**config.mk**
```make
export PLATFORM = sky130hd
export DESIGN_NAME = ecg_artifact_restart_detector_top
export DESIGN_NICKNAME = d
export VERILOG_FILES = /design/src/rtl/ecgard_pkg.sv /design/src/rtl/ecgard_cfg_regs.sv /design/src/rtl/ecgard_channel_bank.sv /design/src/rtl/ecg_artifact_restart_detector_top.sv
export SDC_FILE = /design/constraint.sdc
export NUM_CORES = 1
export LEC_CHECK = 0
export ABC_CLOCK_PERIOD_IN_PS = 26100
export BUFFER_PORTS_ARGS = -buffer_cell sky130_fd_sc_hd__buf_2
export CAP_MARGIN = 10
export CORE_UTILIZATION = 45
export DETAILED_ROUTE_END_ITERATION = 8
export PLACE_DENSITY = 0.59
export SETUP_SLACK_MARGIN = 0.05
export SYNTH_ARGS = -nofsm -noshare
export SYNTH_HDL_FRONTEND = slang
export SYNTH_SLANG_ARGS = --single-unit
export TNS_END_PERCENT = 30
```
**constraint.sdc**
```tcl
create_clock -name clk -period 26.1 [get_ports clk]
set_input_delay 5.22 -clock clk [delete_from_list [all_inputs] [get_ports clk]]
set_output_delay 5.22 -clock clk [all_outputs]
set_load 0.1 [all_outputs]
```
**src/rtl/ecgard_pkg.sv**
```systemverilog
// Package for the ECG artifact restart detector.
// Holds field widths, reset values, configuration register codes and the config struct.
// No dependencies.
package ecgard_pkg;

  localparam int SAMPLE_W  = 24;
  localparam int CHANNEL_W = 2;
  localparam int THR_W     = 24;
  localparam int WINDOW_W  = 8;
  localparam int COUNT_W   = 8;
  localparam int CFG_IDX_W = 2;
  localparam int CFG_DATA_W = 24;

  localparam int CHANNELS_DEF       = 3;
  localparam int MEAN_FRAC_BITS_DEF = 10;

  localparam logic [THR_W-1:0]    MEAN_DEV_THR_RST = THR_W'(233333);
  localparam logic [THR_W-1:0]    STEP_THR_RST     = THR_W'(11666);
  localparam logic [THR_W-1:0]    SETTLE_THR_RST   = THR_W'(100);
  localparam logic [WINDOW_W-1:0] SETTLE_WIN_RST   = WINDOW_W'(80);

  localparam logic [COUNT_W-1:0] COUNT_MAX = '1;

  typedef enum logic [CFG_IDX_W-1:0] {
    CFG_MEAN_DEV_THR = 2'd0,
    CFG_STEP_THR     = 2'd1,
    CFG_SETTLE_THR   = 2'd2,
    CFG_SETTLE_WIN   = 2'd3
  } cfg_idx_t;

  typedef struct packed {
    logic [THR_W-1:0]    mean_dev_thr;
    logic [THR_W-1:0]    step_thr;
    logic [THR_W-1:0]    settle_thr;
    logic [WINDOW_W-1:0] settle_win;
  } cfg_t;

endpackage

```
**src/rtl/ecgard_cfg_regs.sv**
```systemverilog
// Configuration register file of the ECG artifact restart detector.
// Depends on ecgard_pkg for the register codes, widths and reset values.
module ecgard_cfg_regs (
  input  logic                           clk,
  input  logic                           rst,
  input  logic                           cfg_valid,
  output logic                           cfg_ready,
  input  logic [ecgard_pkg::CFG_IDX_W-1:0]  cfg_index,
  input  logic [ecgard_pkg::CFG_DATA_W-1:0] cfg_data,
  output ecgard_pkg::cfg_t               cfg
);
  import ecgard_pkg::*;

  assign cfg_ready = 1'b1;

  always_ff @(posedge clk) begin
    if (rst) begin
      cfg.mean_dev_thr <= MEAN_DEV_THR_RST;
      cfg.step_thr     <= STEP_THR_RST;
      cfg.settle_thr   <= SETTLE_THR_RST;
      cfg.settle_win   <= SETTLE_WIN_RST;
    end else if (cfg_valid && cfg_ready) begin
      unique case (cfg_idx_t'(cfg_index))
        CFG_MEAN_DEV_THR: cfg.mean_dev_thr <= THR_W'(cfg_data);
        CFG_STEP_THR:     cfg.step_thr     <= THR_W'(cfg_data);
        CFG_SETTLE_THR:   cfg.settle_thr   <= THR_W'(cfg_data);
        CFG_SETTLE_WIN:   cfg.settle_win   <= cfg_data[WINDOW_W-1:0];
        default: ;
      endcase
    end
  end

endmodule

```
**src/rtl/ecgard_channel_bank.sv**
```systemverilog
// Per-channel state (running mean, previous sample, armed flag, settle count)
// and the update that produces the restart decision, computed combinationally from the stored state.
// Depends on ecgard_pkg for widths and the config struct.
module ecgard_channel_bank #(
  parameter int CHANNELS       = ecgard_pkg::CHANNELS_DEF,
  parameter int MEAN_FRAC_BITS = ecgard_pkg::MEAN_FRAC_BITS_DEF
) (
  input  logic                            clk,
  input  logic                            rst,
  input  logic                            upd_en,
  input  logic [ecgard_pkg::SAMPLE_W-1:0]  sample,
  input  logic [ecgard_pkg::CHANNEL_W-1:0] channel,
  input  logic                            restart,
  input  ecgard_pkg::cfg_t                cfg,
  output logic                            result
);
  import ecgard_pkg::*;

  localparam int CH_W = (CHANNELS > 1) ? $clog2(CHANNELS) : 1;
  localparam int MW   = SAMPLE_W + MEAN_FRAC_BITS;

  logic [MW-1:0]       mean [CHANNELS];
  logic [SAMPLE_W-1:0] prev [CHANNELS];
  logic                armed [CHANNELS];
  logic [COUNT_W-1:0]  count [CHANNELS];

  logic                chan_ok;
  logic [CH_W-1:0]     idx;
  logic [MW-1:0]       mean_cur, xs, mean_next;
  logic signed [MW:0]  diff, corr, diff2;
  logic [MW:0]         mag;
  logic [SAMPLE_W:0]   dev;
  logic [SAMPLE_W-1:0] step;
  logic                arm_now, armed_eff, settle_clear;
  logic [COUNT_W-1:0]  count_eff, count_next;
  logic                armed_next;

  assign chan_ok = (32'(channel) < 32'(CHANNELS));
  assign idx     = chan_ok ? CH_W'(channel) : '0;

  always_comb begin
    mean_cur = mean[idx];
    xs       = {sample, {MEAN_FRAC_BITS{1'b0}}};
    // Mean moves by the deviation shifted right with floor rounding.
    diff      = $signed({1'b0, xs}) - $signed({1'b0, mean_cur});
    corr      = diff >>> MEAN_FRAC_BITS;
    mean_next = mean_cur + corr[MW-1:0];
    // Deviation against the updated mean, integer part of the magnitude.
    diff2 = diff - corr;
    mag   = diff2[MW] ? (MW+1)'(-diff2) : diff2;
    dev   = mag[MW:MEAN_FRAC_BITS];

    step = (sample >= prev[idx]) ? (sample - prev[idx]) : (prev[idx] - sample);

    arm_now   = (dev > {1'b0, cfg.mean_dev_thr}) && (step > cfg.step_thr);
    armed_eff = armed[idx] || arm_now;
    count_eff = arm_now ? '0 : count[idx];

    settle_clear = armed_eff &&
                   ((count_eff > cfg.settle_win) || (step < cfg.settle_thr));
    armed_next   = armed_eff && !settle_clear;
    result       = 1'b0;
    count_next   = (count_eff == COUNT_MAX) ? count_eff : count_eff + 1'b1;

    if (!chan_ok) begin
      result = 1'b0;
    end else if (restart) begin
      result = 1'b1;
    end else if (settle_clear && (step != '0)) begin
      // A restart raised on settling leaves the count unincremented.
      result     = 1'b1;
      count_next = count_eff;
    end
  end

  always_ff @(posedge clk) begin
    if (rst) begin
      for (int c = 0; c < CHANNELS; c++) begin
        mean[c]  <= '0;
        prev[c]  <= '0;
        armed[c] <= 1'b0;
        count[c] <= '0;
      end
    end else if (upd_en && chan_ok) begin
      prev[idx] <= sample;
      if (restart) begin
        mean[idx]  <= xs;
        armed[idx] <= 1'b0;
        count[idx] <= '0;
      end else begin
        mean[idx]  <= mean_next;
        armed[idx] <= armed_next;
        count[idx] <= count_next;
      end
    end
  end

endmodule

```
**src/rtl/ecg_artifact_restart_detector_top.sv**
```systemverilog
// ECG artifact restart detector, top level.
// filter_restart follows its input transaction through the input register, then the result register.
// Throughput: one sample per cycle, set by the read-modify-write of the selected channel's state;
// a low out_ready stalls the input once both registers hold a transaction.
// Synchronous reset restores the register defaults and clears all channel state.
module ecg_artifact_restart_detector_top #(
  parameter int CHANNELS       = ecgard_pkg::CHANNELS_DEF,
  parameter int MEAN_FRAC_BITS = ecgard_pkg::MEAN_FRAC_BITS_DEF
) (
  input  logic                            clk,
  input  logic                            rst,
  input  logic                            in_valid,
  output logic                            in_ready,
  input  logic [ecgard_pkg::SAMPLE_W-1:0]  sample,
  input  logic [ecgard_pkg::CHANNEL_W-1:0] channel,
  input  logic                            restart,
  output logic                            out_valid,
  input  logic                            out_ready,
  output logic                            filter_restart,
  input  logic                            cfg_valid,
  output logic                            cfg_ready,
  input  logic [ecgard_pkg::CFG_IDX_W-1:0]  cfg_index,
  input  logic [ecgard_pkg::CFG_DATA_W-1:0] cfg_data
);
  import ecgard_pkg::*;

  cfg_t                 cfg;
  logic                 s1_valid;
  logic [SAMPLE_W-1:0]  s1_sample;
  logic [CHANNEL_W-1:0] s1_channel;
  logic                 s1_restart;
  logic                 advance;
  logic                 result;

  // The input stage moves on whenever the result register is free or being drained.
  assign advance  = !out_valid || out_ready;
  assign in_ready = !s1_valid || advance;

  ecgard_cfg_regs u_cfg (
    .clk       (clk),
    .rst       (rst),
    .cfg_valid (cfg_valid),
    .cfg_ready (cfg_ready),
    .cfg_index (cfg_index),
    .cfg_data  (cfg_data),
    .cfg       (cfg)
  );

  ecgard_channel_bank #(
    .CHANNELS       (CHANNELS),
    .MEAN_FRAC_BITS (MEAN_FRAC_BITS)
  ) u_bank (
    .clk     (clk),
    .rst     (rst),
    .upd_en  (s1_valid && advance),
    .sample  (s1_sample),
    .channel (s1_channel),
    .restart (s1_restart),
    .cfg     (cfg),
    .result  (result)
  );

  always_ff @(posedge clk) begin
    if (rst) begin
      s1_valid <= 1'b0;
    end else if (in_ready) begin
      s1_valid <= in_valid;
    end
  end

  always_ff @(posedge clk) begin
    if (in_valid && in_ready) begin
      s1_sample  <= sample;
      s1_channel <= channel;
      s1_restart <= restart;
    end
  end

  always_ff @(posedge clk) begin
    if (rst) begin
      out_valid <= 1'b0;
    end else if (advance) begin
      out_valid <= s1_valid;
    end
  end

  always_ff @(posedge clk) begin
    if (advance && s1_valid) begin
      filter_restart <= result;
    end
  end

  a_restart_gives_one: assert property (@(posedge clk) disable iff (rst)
    (s1_valid && advance && s1_restart && (32'(s1_channel) < 32'(CHANNELS)))
      |=> (out_valid && filter_restart))
    else $error("restart transaction on a valid channel did not yield a restart");

  a_bad_channel_gives_zero: assert property (@(posedge clk) disable iff (rst)
    (s1_valid && advance && !(32'(s1_channel) < 32'(CHANNELS)))
      |=> (out_valid && !filter_restart))
    else $error("transaction on an unused channel yielded a restart");

  a_free_when_empty: assert property (@(posedge clk) disable iff (rst)
    (!out_valid) |-> in_ready)
    else $error("input stalled while the result register was empty");

endmodule
```
# Word-level counts from Yosys, hierarchy flattened
# Memory sizes are Yosys's and may differ from the RTL's.
# Index checks and enable logic that the tools add are counted.
# op_classes
eq_ne	4
add_sub_neg	7
mux	38
reduce_logical	24
n_lt_le_gt_ge	6
bitwise_logic	3
# op_table
cell	n
$mux 34	2
$mux 8	7
$mux 24	2
$sub 24x24->24	2
$mux 35	1
$neg 35->35	1
$sub 34x34->35	1
$sub 35x25->35	1
$add 34x34->34	1
$reduce_or 34->1	1
$gt 25x24->1	1
$ge 24x24->1	1
$gt 24x24->1	1
$lt 24x24->1	1
$reduce_bool 24->1	1
$reduce_or 24->1	1
$mux 1	21
$mux 2	5
$add 8x1->8 const B	1
$eq 8x8->1 const B	1
$gt 8x8->1	1
$reduce_and 2->1	4
$reduce_or 8->1	1
$logic_and 1x1->1	7
8 further kinds	16
# word_totals
ram_bits	201
out_inout_bits	4
word_cells	96
inputBits	58
memories	4
register_bits	110
# mem_list
name	words	width	read_ports	rd_ports_with_merged_regs	wr	line	rtl
u_bank.mean	3	34	1	0	3	ecgard_channel_bank.sv:22	logic [MW-1:0] mean [CHANNELS];
u_bank.prev	3	24	1	0	3	ecgard_channel_bank.sv:23	logic [SAMPLE_W-1:0] prev [CHANNELS];
u_bank.count	3	8	1	0	3	ecgard_channel_bank.sv:25	logic [COUNT_W-1:0] count [CHANNELS];
u_bank.armed	3	1	1	0	3	ecgard_channel_bank.sv:24	logic armed [CHANNELS];

# Depth between registers and ports, before layout
# Gate-level depths: netlist (run 1).
# An unclocked memory read counts as a cell.
# logic_depth
word_depth	19
ltp_mapped	62
depth_no_buf	57

# Modules after synthesis
# A second synthesis (run 1) with hierarchy kept.
# hier_totals
cells_unflattened	2741
area_unflattened_um2	26999.6
# modules_own_cells
module	area_per_inst_um2	cells_per_inst	instances	seq_area_each_um2
ecgard_channel_bank	22794.4	2393	1	8047.7
ecgard_cfg_regs	3260.6	310	1	1601.5
ecg_artifact_restart_detector_top	944.7	38	1	880.8

# Worst setup path after synthesis (run 1)
# No wires, ideal clock.
# synth_path
path_type	register to register
startpoint	register s1_channel[1]
endpoint	memory u_bank.count[0][7], data pin
setup_time_ps	271
t_arrival_ps	12413
stages_incl_launch_ff	62
path_slack_ps	13416
required_ps	25829
path_cell_list	edfxtp_1 -> inv_1 -> ha_1 -> buf_4 -> buf_8 -> clkbuf_1 -> clkbuf_1 -> clkbuf_1 -> buf_1 -> mux4_2 -> inv_1 -> ha_1 -> a21o_1 -> a21oi_1 -> o21ai_0 -> a21oi_1 -> o21bai_1 -> a21o_1 -> (+26 left out) -> o31a_1 -> o21a_1 -> o21a_1 -> o211ai_1 -> o41ai_4 -> and2b_1 -> ha_1 -> nor2b_1 -> o21a_1 -> o21ai_0 -> nand2b_1 -> a21oi_1 -> o21ai_0 -> a22o_1 -> and3_1 -> o21a_1 -> nor3b_1 -> nor3_1
# synth_lines
item	line	rtl
from (decl)	ecg_artifact_restart_detector_top.sv:30	logic [CHANNEL_W-1:0] s1_channel;
from (signal assigned)	ecg_artifact_restart_detector_top.sv:74	s1_channel <= channel;
to (decl)	ecgard_channel_bank.sv:25	

==> results of run 1 <==
logic make-up (layout without fill, tap and decap cells):
family	after synthesis	after routing	share of synthesized area
adders and majority gates	211	211	0.101
and+or+nand+nor	913	913	0.166
DFF	378	378	0.400
buffers and inverters	364	435	0.0534
xor gates and xnor gates	133	133	0.0458
other	1	1	0.000143
muxes	108	108	0.0719
AOI/OAI and AO/OA	643	643	0.162
tightest hold or removal path, cell delays in order, from the launching register on:
cell and delay [ns]:
dfxtp_1 0.31, nand2_1 0.05, a21oi_1 0.05
report_power, final:
part	internal, mW	total, mW	switching, mW
logic	0.460	1.19	0.732
registers	0.671	0.684	0.0126
clock network	0.421	0.694	0.274
through the flow:
stage | setup slack [ns] | std cells | area, sq um | power, mW | hold slack (ns)
final | 12.32 | 3587 | 29100 | 2.57 | 0.455
after global routing | 11.47 | 3587 | 29100 | 2.72 | 0.473
after CTS | 12.40 | 3587 | 29100 | 2.56 | 0.457
after detailed placement | 12.43 | 3506 | 27500 | 1.86 | 0.448
after global placement | 12.78 | 3506 | 27500 | 1.85 | 0.444
after floorplan | 13.42 | 2751 | 26300 | 1.56 | 0.434
registers in the layout, indices dropped and copies added (netlist names):
name	cells
u_bank.armed	4
u_bank.mean	136
u_bank.prev	96
s1_channel	2
s1_restart	1
out_valid	1
s1_valid	1
u_bank.count	32
filter_restart	1
u_cfg.cfg	80
s1_sample	24
routing by layer:
layer  share of wire  vias to the layer above  track usage
li1                -                    10000            -
met1            0.47                    10500        0.391
met2            0.44                      765        0.411
met3           0.063                      115       0.0389
met4           0.030                        2       0.0824
met5         0.00015                        -            0
Yosys cell counts, drive strengths merged (54+ instances only):
cell	count
edfxtp	296
xnor2	106
nor2	306
clkbuf	80
nor3	54
a21o	59
dfxtp	82
nand2	245
o21ai	97
a21oi	213
ha	197
mux4	63
inv	251
layout make-up:
type / instances / area [sq um] / area share
Clock buffer: 54 / 1220 / 0.0420
Clock inverter: 27 / 435 / 0.0149
Inverter: 257 / 965 / 0.0331
Multi-Input combinational cell: 2009 / 14400 / 0.496
Sequential cell: 378 / 10500 / 0.361
Tap cell: 765 / 957 / 0.0329
Timing Repair Buffer: 97 / 578 / 0.0198
how the worst min path moves through the flow:
stage,endpoint,slack [ns],depth (start not counted)
global route,u_cfg.cfg[18],0.47,2
CTS,u_cfg.cfg[35],0.46,2
global placement,u_cfg.cfg[50],0.44,2
detailed placement,u_cfg.cfg[35],0.45,2
finish,u_cfg.cfg[24],0.45,2
floorplan,u_cfg.cfg[8],0.43,2
==> metrics.txt, run 1 <==
status complete, no violations; P_leak 11.7 nW; drt initial violations 1756; Yosys cell types 102; Post-Syn Area 0.0263 sq mm; initial antenna violation count 1; largest net degree at the start of global routing 67; Yosys reg bits 378; synthesis-to-layout area growth 10.8%; CP peak stage delay 0.70 ns; initial core utilization 0.456; post-cts sizing count 0; Startpoint Class register; number of synthesis warnings 0; Critical Path Start s1_channel[1]; Wirelength per Cell 22.5 microns; Fmax 72.6 MHz; reg-to-reg critical path endpoint u_bank.count[3][2]; synthesized netlist cell count 2751; Mapped Nets 3010; slowest CP cell buf_4; delay-heaviest family, CP compound AO/OA/AOI/OAI gates; via count 21500; crit path capture u_bank.count[3][2]; GRT overflow 0; Primary FF master, synth edfxtp_1; Core Util, Final 0.505; Synth area leaders edfxtp_1 34%, ha_1 9.4%, dfxtp_1 6.2%; crit-path most repeated cell o21a_1; share of async-settable or async-resettable flops after synthesis 0; EDFF count, synth 296; hold_sp u_cfg.cfg[24]; max-cap violations 0; reg2reg setup slack 12.32 ns; Tmin final 13.78 ns; CTS tree done; critical path depth in cells 54; RSZ-0062 raised after global routing no; floorplan core area 0.0577 sq mm; worst-case clock skew 0.0429 ns; CTS root buffer clkbuf_16; most frequent cells in the layout 305 x nor2_1, 296 x edfxtp_1, 248 x inv_1; FP Rows 88; share of the synthesized area in the top cell type 0.338; crit path capture type register; worst path buffer plus inverter count 4; final slew viol count 0; ratio of cells with drive above 1 in the final layout 0.108; VDD IR max 0.0754 mV; Crit Path Class reg -> reg; RR Startpoint s1_channel[1]; CTS Buf Count 45; port buffer count 60; Syn Area/Cell 9.56 sq um; # setup viols final 0; H-tree depth 2; Worst Hold Class reg -> reg; Crit Path Max Fanout 39; GPL Wtd Cong 0.954; Max clock buf depth 3; Setup Buffers After CTS 0; die area 0.0594 sq mm; Clock Latency Late Sink 0.62 ns; dpl hpwl 59700 microns; Total GRT Usage 0.269; first-pass GRT wire length 123000 microns; R2R cell count 54; Routed WL 80800 microns; clock-pin slew on the worst setup and hold paths 0.06 ns; Die Y 244 microns; Final period util 0.528; Filler Cell Count 5322; Worst EP required 26.42 ns; TNS Setup 0 ns; endpoints failing hold 0; commonest non-fill, non-tap cell in the layout nor2_1; Vias/cell 5.98; # IOs 62; Die X 244 microns; Worst Path Arrival 14.09 ns; drt pass-1 iters 5; Post-route DRC 0; register area share after synthesis 0.400; Slew Limit Headroom 0.365; vias in the first global route 20300; actual slew at the worst max-slew pin 0.950 ns; hold buffers post-CTS 0; Antenna Cells 0; P per Cell Area 88.2 mW/mm^2; top cell type by total area after synthesis edfxtp_1; Nets 3047; Final ANT Viol Nets 0; Sink Count 378
No activity file was read; power rests on OpenSTA's default activity.
==> inputs of run 2 (changes only) <==
ABC_CLOCK_PERIOD_IN_PS = 12700   (was 26100)
clock period = 12.7 ns   (was 26.1 ns; I/O delays follow)
==> metrics.txt, run 2 (same netlist as run 1, synthesis figures left out) <==
Worst Path Arrival 12.27 ns; max-cap violations 0; die area 0.0594 sq mm; status complete, no violations; P_leak 11.8 nW; CTS tree done; Routed WL 83800 microns; H-tree depth 2; # setup viols final 0; Sink Count 378; post-route insts no fill 3634; GPL Wtd Cong 0.989; dpl cells 3531; Antenna Cells 0; Wirelength per Cell 23.1 microns; Worst EP required 13.11 ns; TNS Setup 0 ns; hold slack final 0.458 ns; Psw 2.10 mW; overall power 5.18 mW; delay-heaviest family, CP compound AO/OA/AOI/OAI gates; Startpoint Class register; Vias/cell 5.95; CP peak stage delay 0.61 ns; P per Cell Area 177 mW/mm^2; crit-path most repeated cell o21a_1; Nets 3095; Filler Cell Count 5347; slowest CP cell mux4_2; Final period util 0.934; commonest non-fill, non-tap cell in the layout nor2_1; VDD IR max 0.107 mV; CTS root buffer clkbuf_16; final slew viol count 0; Tmin final 11.86 ns; drt initial violations 1712; Hold Path Depth 2; Post-route DRC 0; initial antenna violation count 1; most frequent cells in the layout 305 x nor2_1, 296 x edfxtp_1, 248 x inv_1; port buffer count 60; clock power share 0.237; Fmax 84.3 MHz; floorplan core area 0.0577 sq mm; Max clock buf depth 3; largest net degree at the start of global routing 80; worst-case clock skew 0.0380 ns; Die X 244 microns; first-pass GRT wire length 126000 microns; Crit Path Class reg -> reg; dpl hpwl 62200 microns; combinational group share of total power 0.491; Int Pwr 3.08 mW; synthesis-to-layout area growth 11.3%; Top reg by flops u_bank.mean; top flop regs u_bank.mean (136), u_bank.prev (96), u_cfg.cfg (80); vias in the first global route 20700; critical path depth in cells 51; switching share of power 0.405; actual slew at the worst max-slew pin 1.04 ns; Final ANT Viol Nets 0; endpoints failing hold 0; clock-pin slew on the worst setup and hold paths 0.06 ns; R2R cell count 51; # IOs 62; drt pass-1 iters 5; CTS Buf Count 44; via count 21600; Die Y 244 microns; Seq pwr share 0.272; Core Util, Final 0.508; Total GRT Usage 0.279; FP Rows 88; ratio of cells with drive above 1 in the final layout 0.122; Crit Path Max Fanout 16; GRT overflow 0; initial core utilization 0.456; Slew Limit Headroom 0.300; crit path capture type register; max reg flops 136; Worst Hold Class reg -> reg; RSZ-0062 raised after global routing no; worst path buffer plus inverter count 4; Clock Latency Late Sink 0.60 ns
run 2: routing by layer:
metal  routed length (microns)  track usage  share of wire
met5                        13            0        0.00016
met2                     36600        0.426           0.44
met1                     39200        0.410           0.47
met3                      6040       0.0427          0.072
met4                      1950       0.0704          0.023
run 2: power by group through the flow:
stage | Combinational, mW | Clock [mW] | Sequential [mW]
after floorplan | 1.78 | 0 | 1.42
after global placement | 2.41 | 0 | 1.43
after detailed placement | 2.44 | 0 | 1.43
after CTS | 2.45 | 1.25 | 1.41
after global routing | 2.79 | 1.29 | 1.41
final | 2.55 | 1.23 | 1.41
run 2: per-stage QoR:
step           setup WS [ns]  cell area (sq um)
6_report               0.839              29300
5_1_grt               0.0438              29300
4_1_cts                0.330              29000
3_5_place_dp           0.453              27700
3_3_place_gp           0.685              27700
2_1_floorplan          0.217              26300
run 2: final timing paths:
kind / from / endpoint / slack (ns)
hold reg to reg: u_cfg.cfg[35] / u_cfg.cfg[35] / 0.46
hold / removal: u_cfg.cfg[35] / u_cfg.cfg[35] / 0.46
setup reg to reg: s1_channel[1] / u_bank.count[0][0] / 0.84
setup / recovery: s1_channel[1] / u_bank.count[0][0] / 0.84
run 2: worst register-to-register path: cells and delay by family, from the launching register on:
kind            cells  cell delay, ns
xor+xnor            2            0.28
mux                 1            0.62
buf+inv             4            0.60
compound gates     26            5.25
simple gates       13            3.05
fa+ha+maj           5            1.43
flops               1            0.44
run 2: repair_timing:
| item | in CTS | in global routing |
|---|---|---|
| setup buffers | 0 | 24 |
| endpoints found under the setup margin | 0 | 33 |
| hold buffers | 0 | 0 |
| hold endpoints to repair | 0 | 0 |
| resized for setup | 0 | 17 |
run 2: final cells by class:
type	instances	area, sq um	area share
multi-input cells	2009	14500	0.495
flip-flops and latches	378	10500	0.360
clock buffers	55	1140	0.0390
inverters	257	965	0.0329
well taps	765	957	0.0327
repair buffers	146	953	0.0326
clock inverters	24	233	0.00795
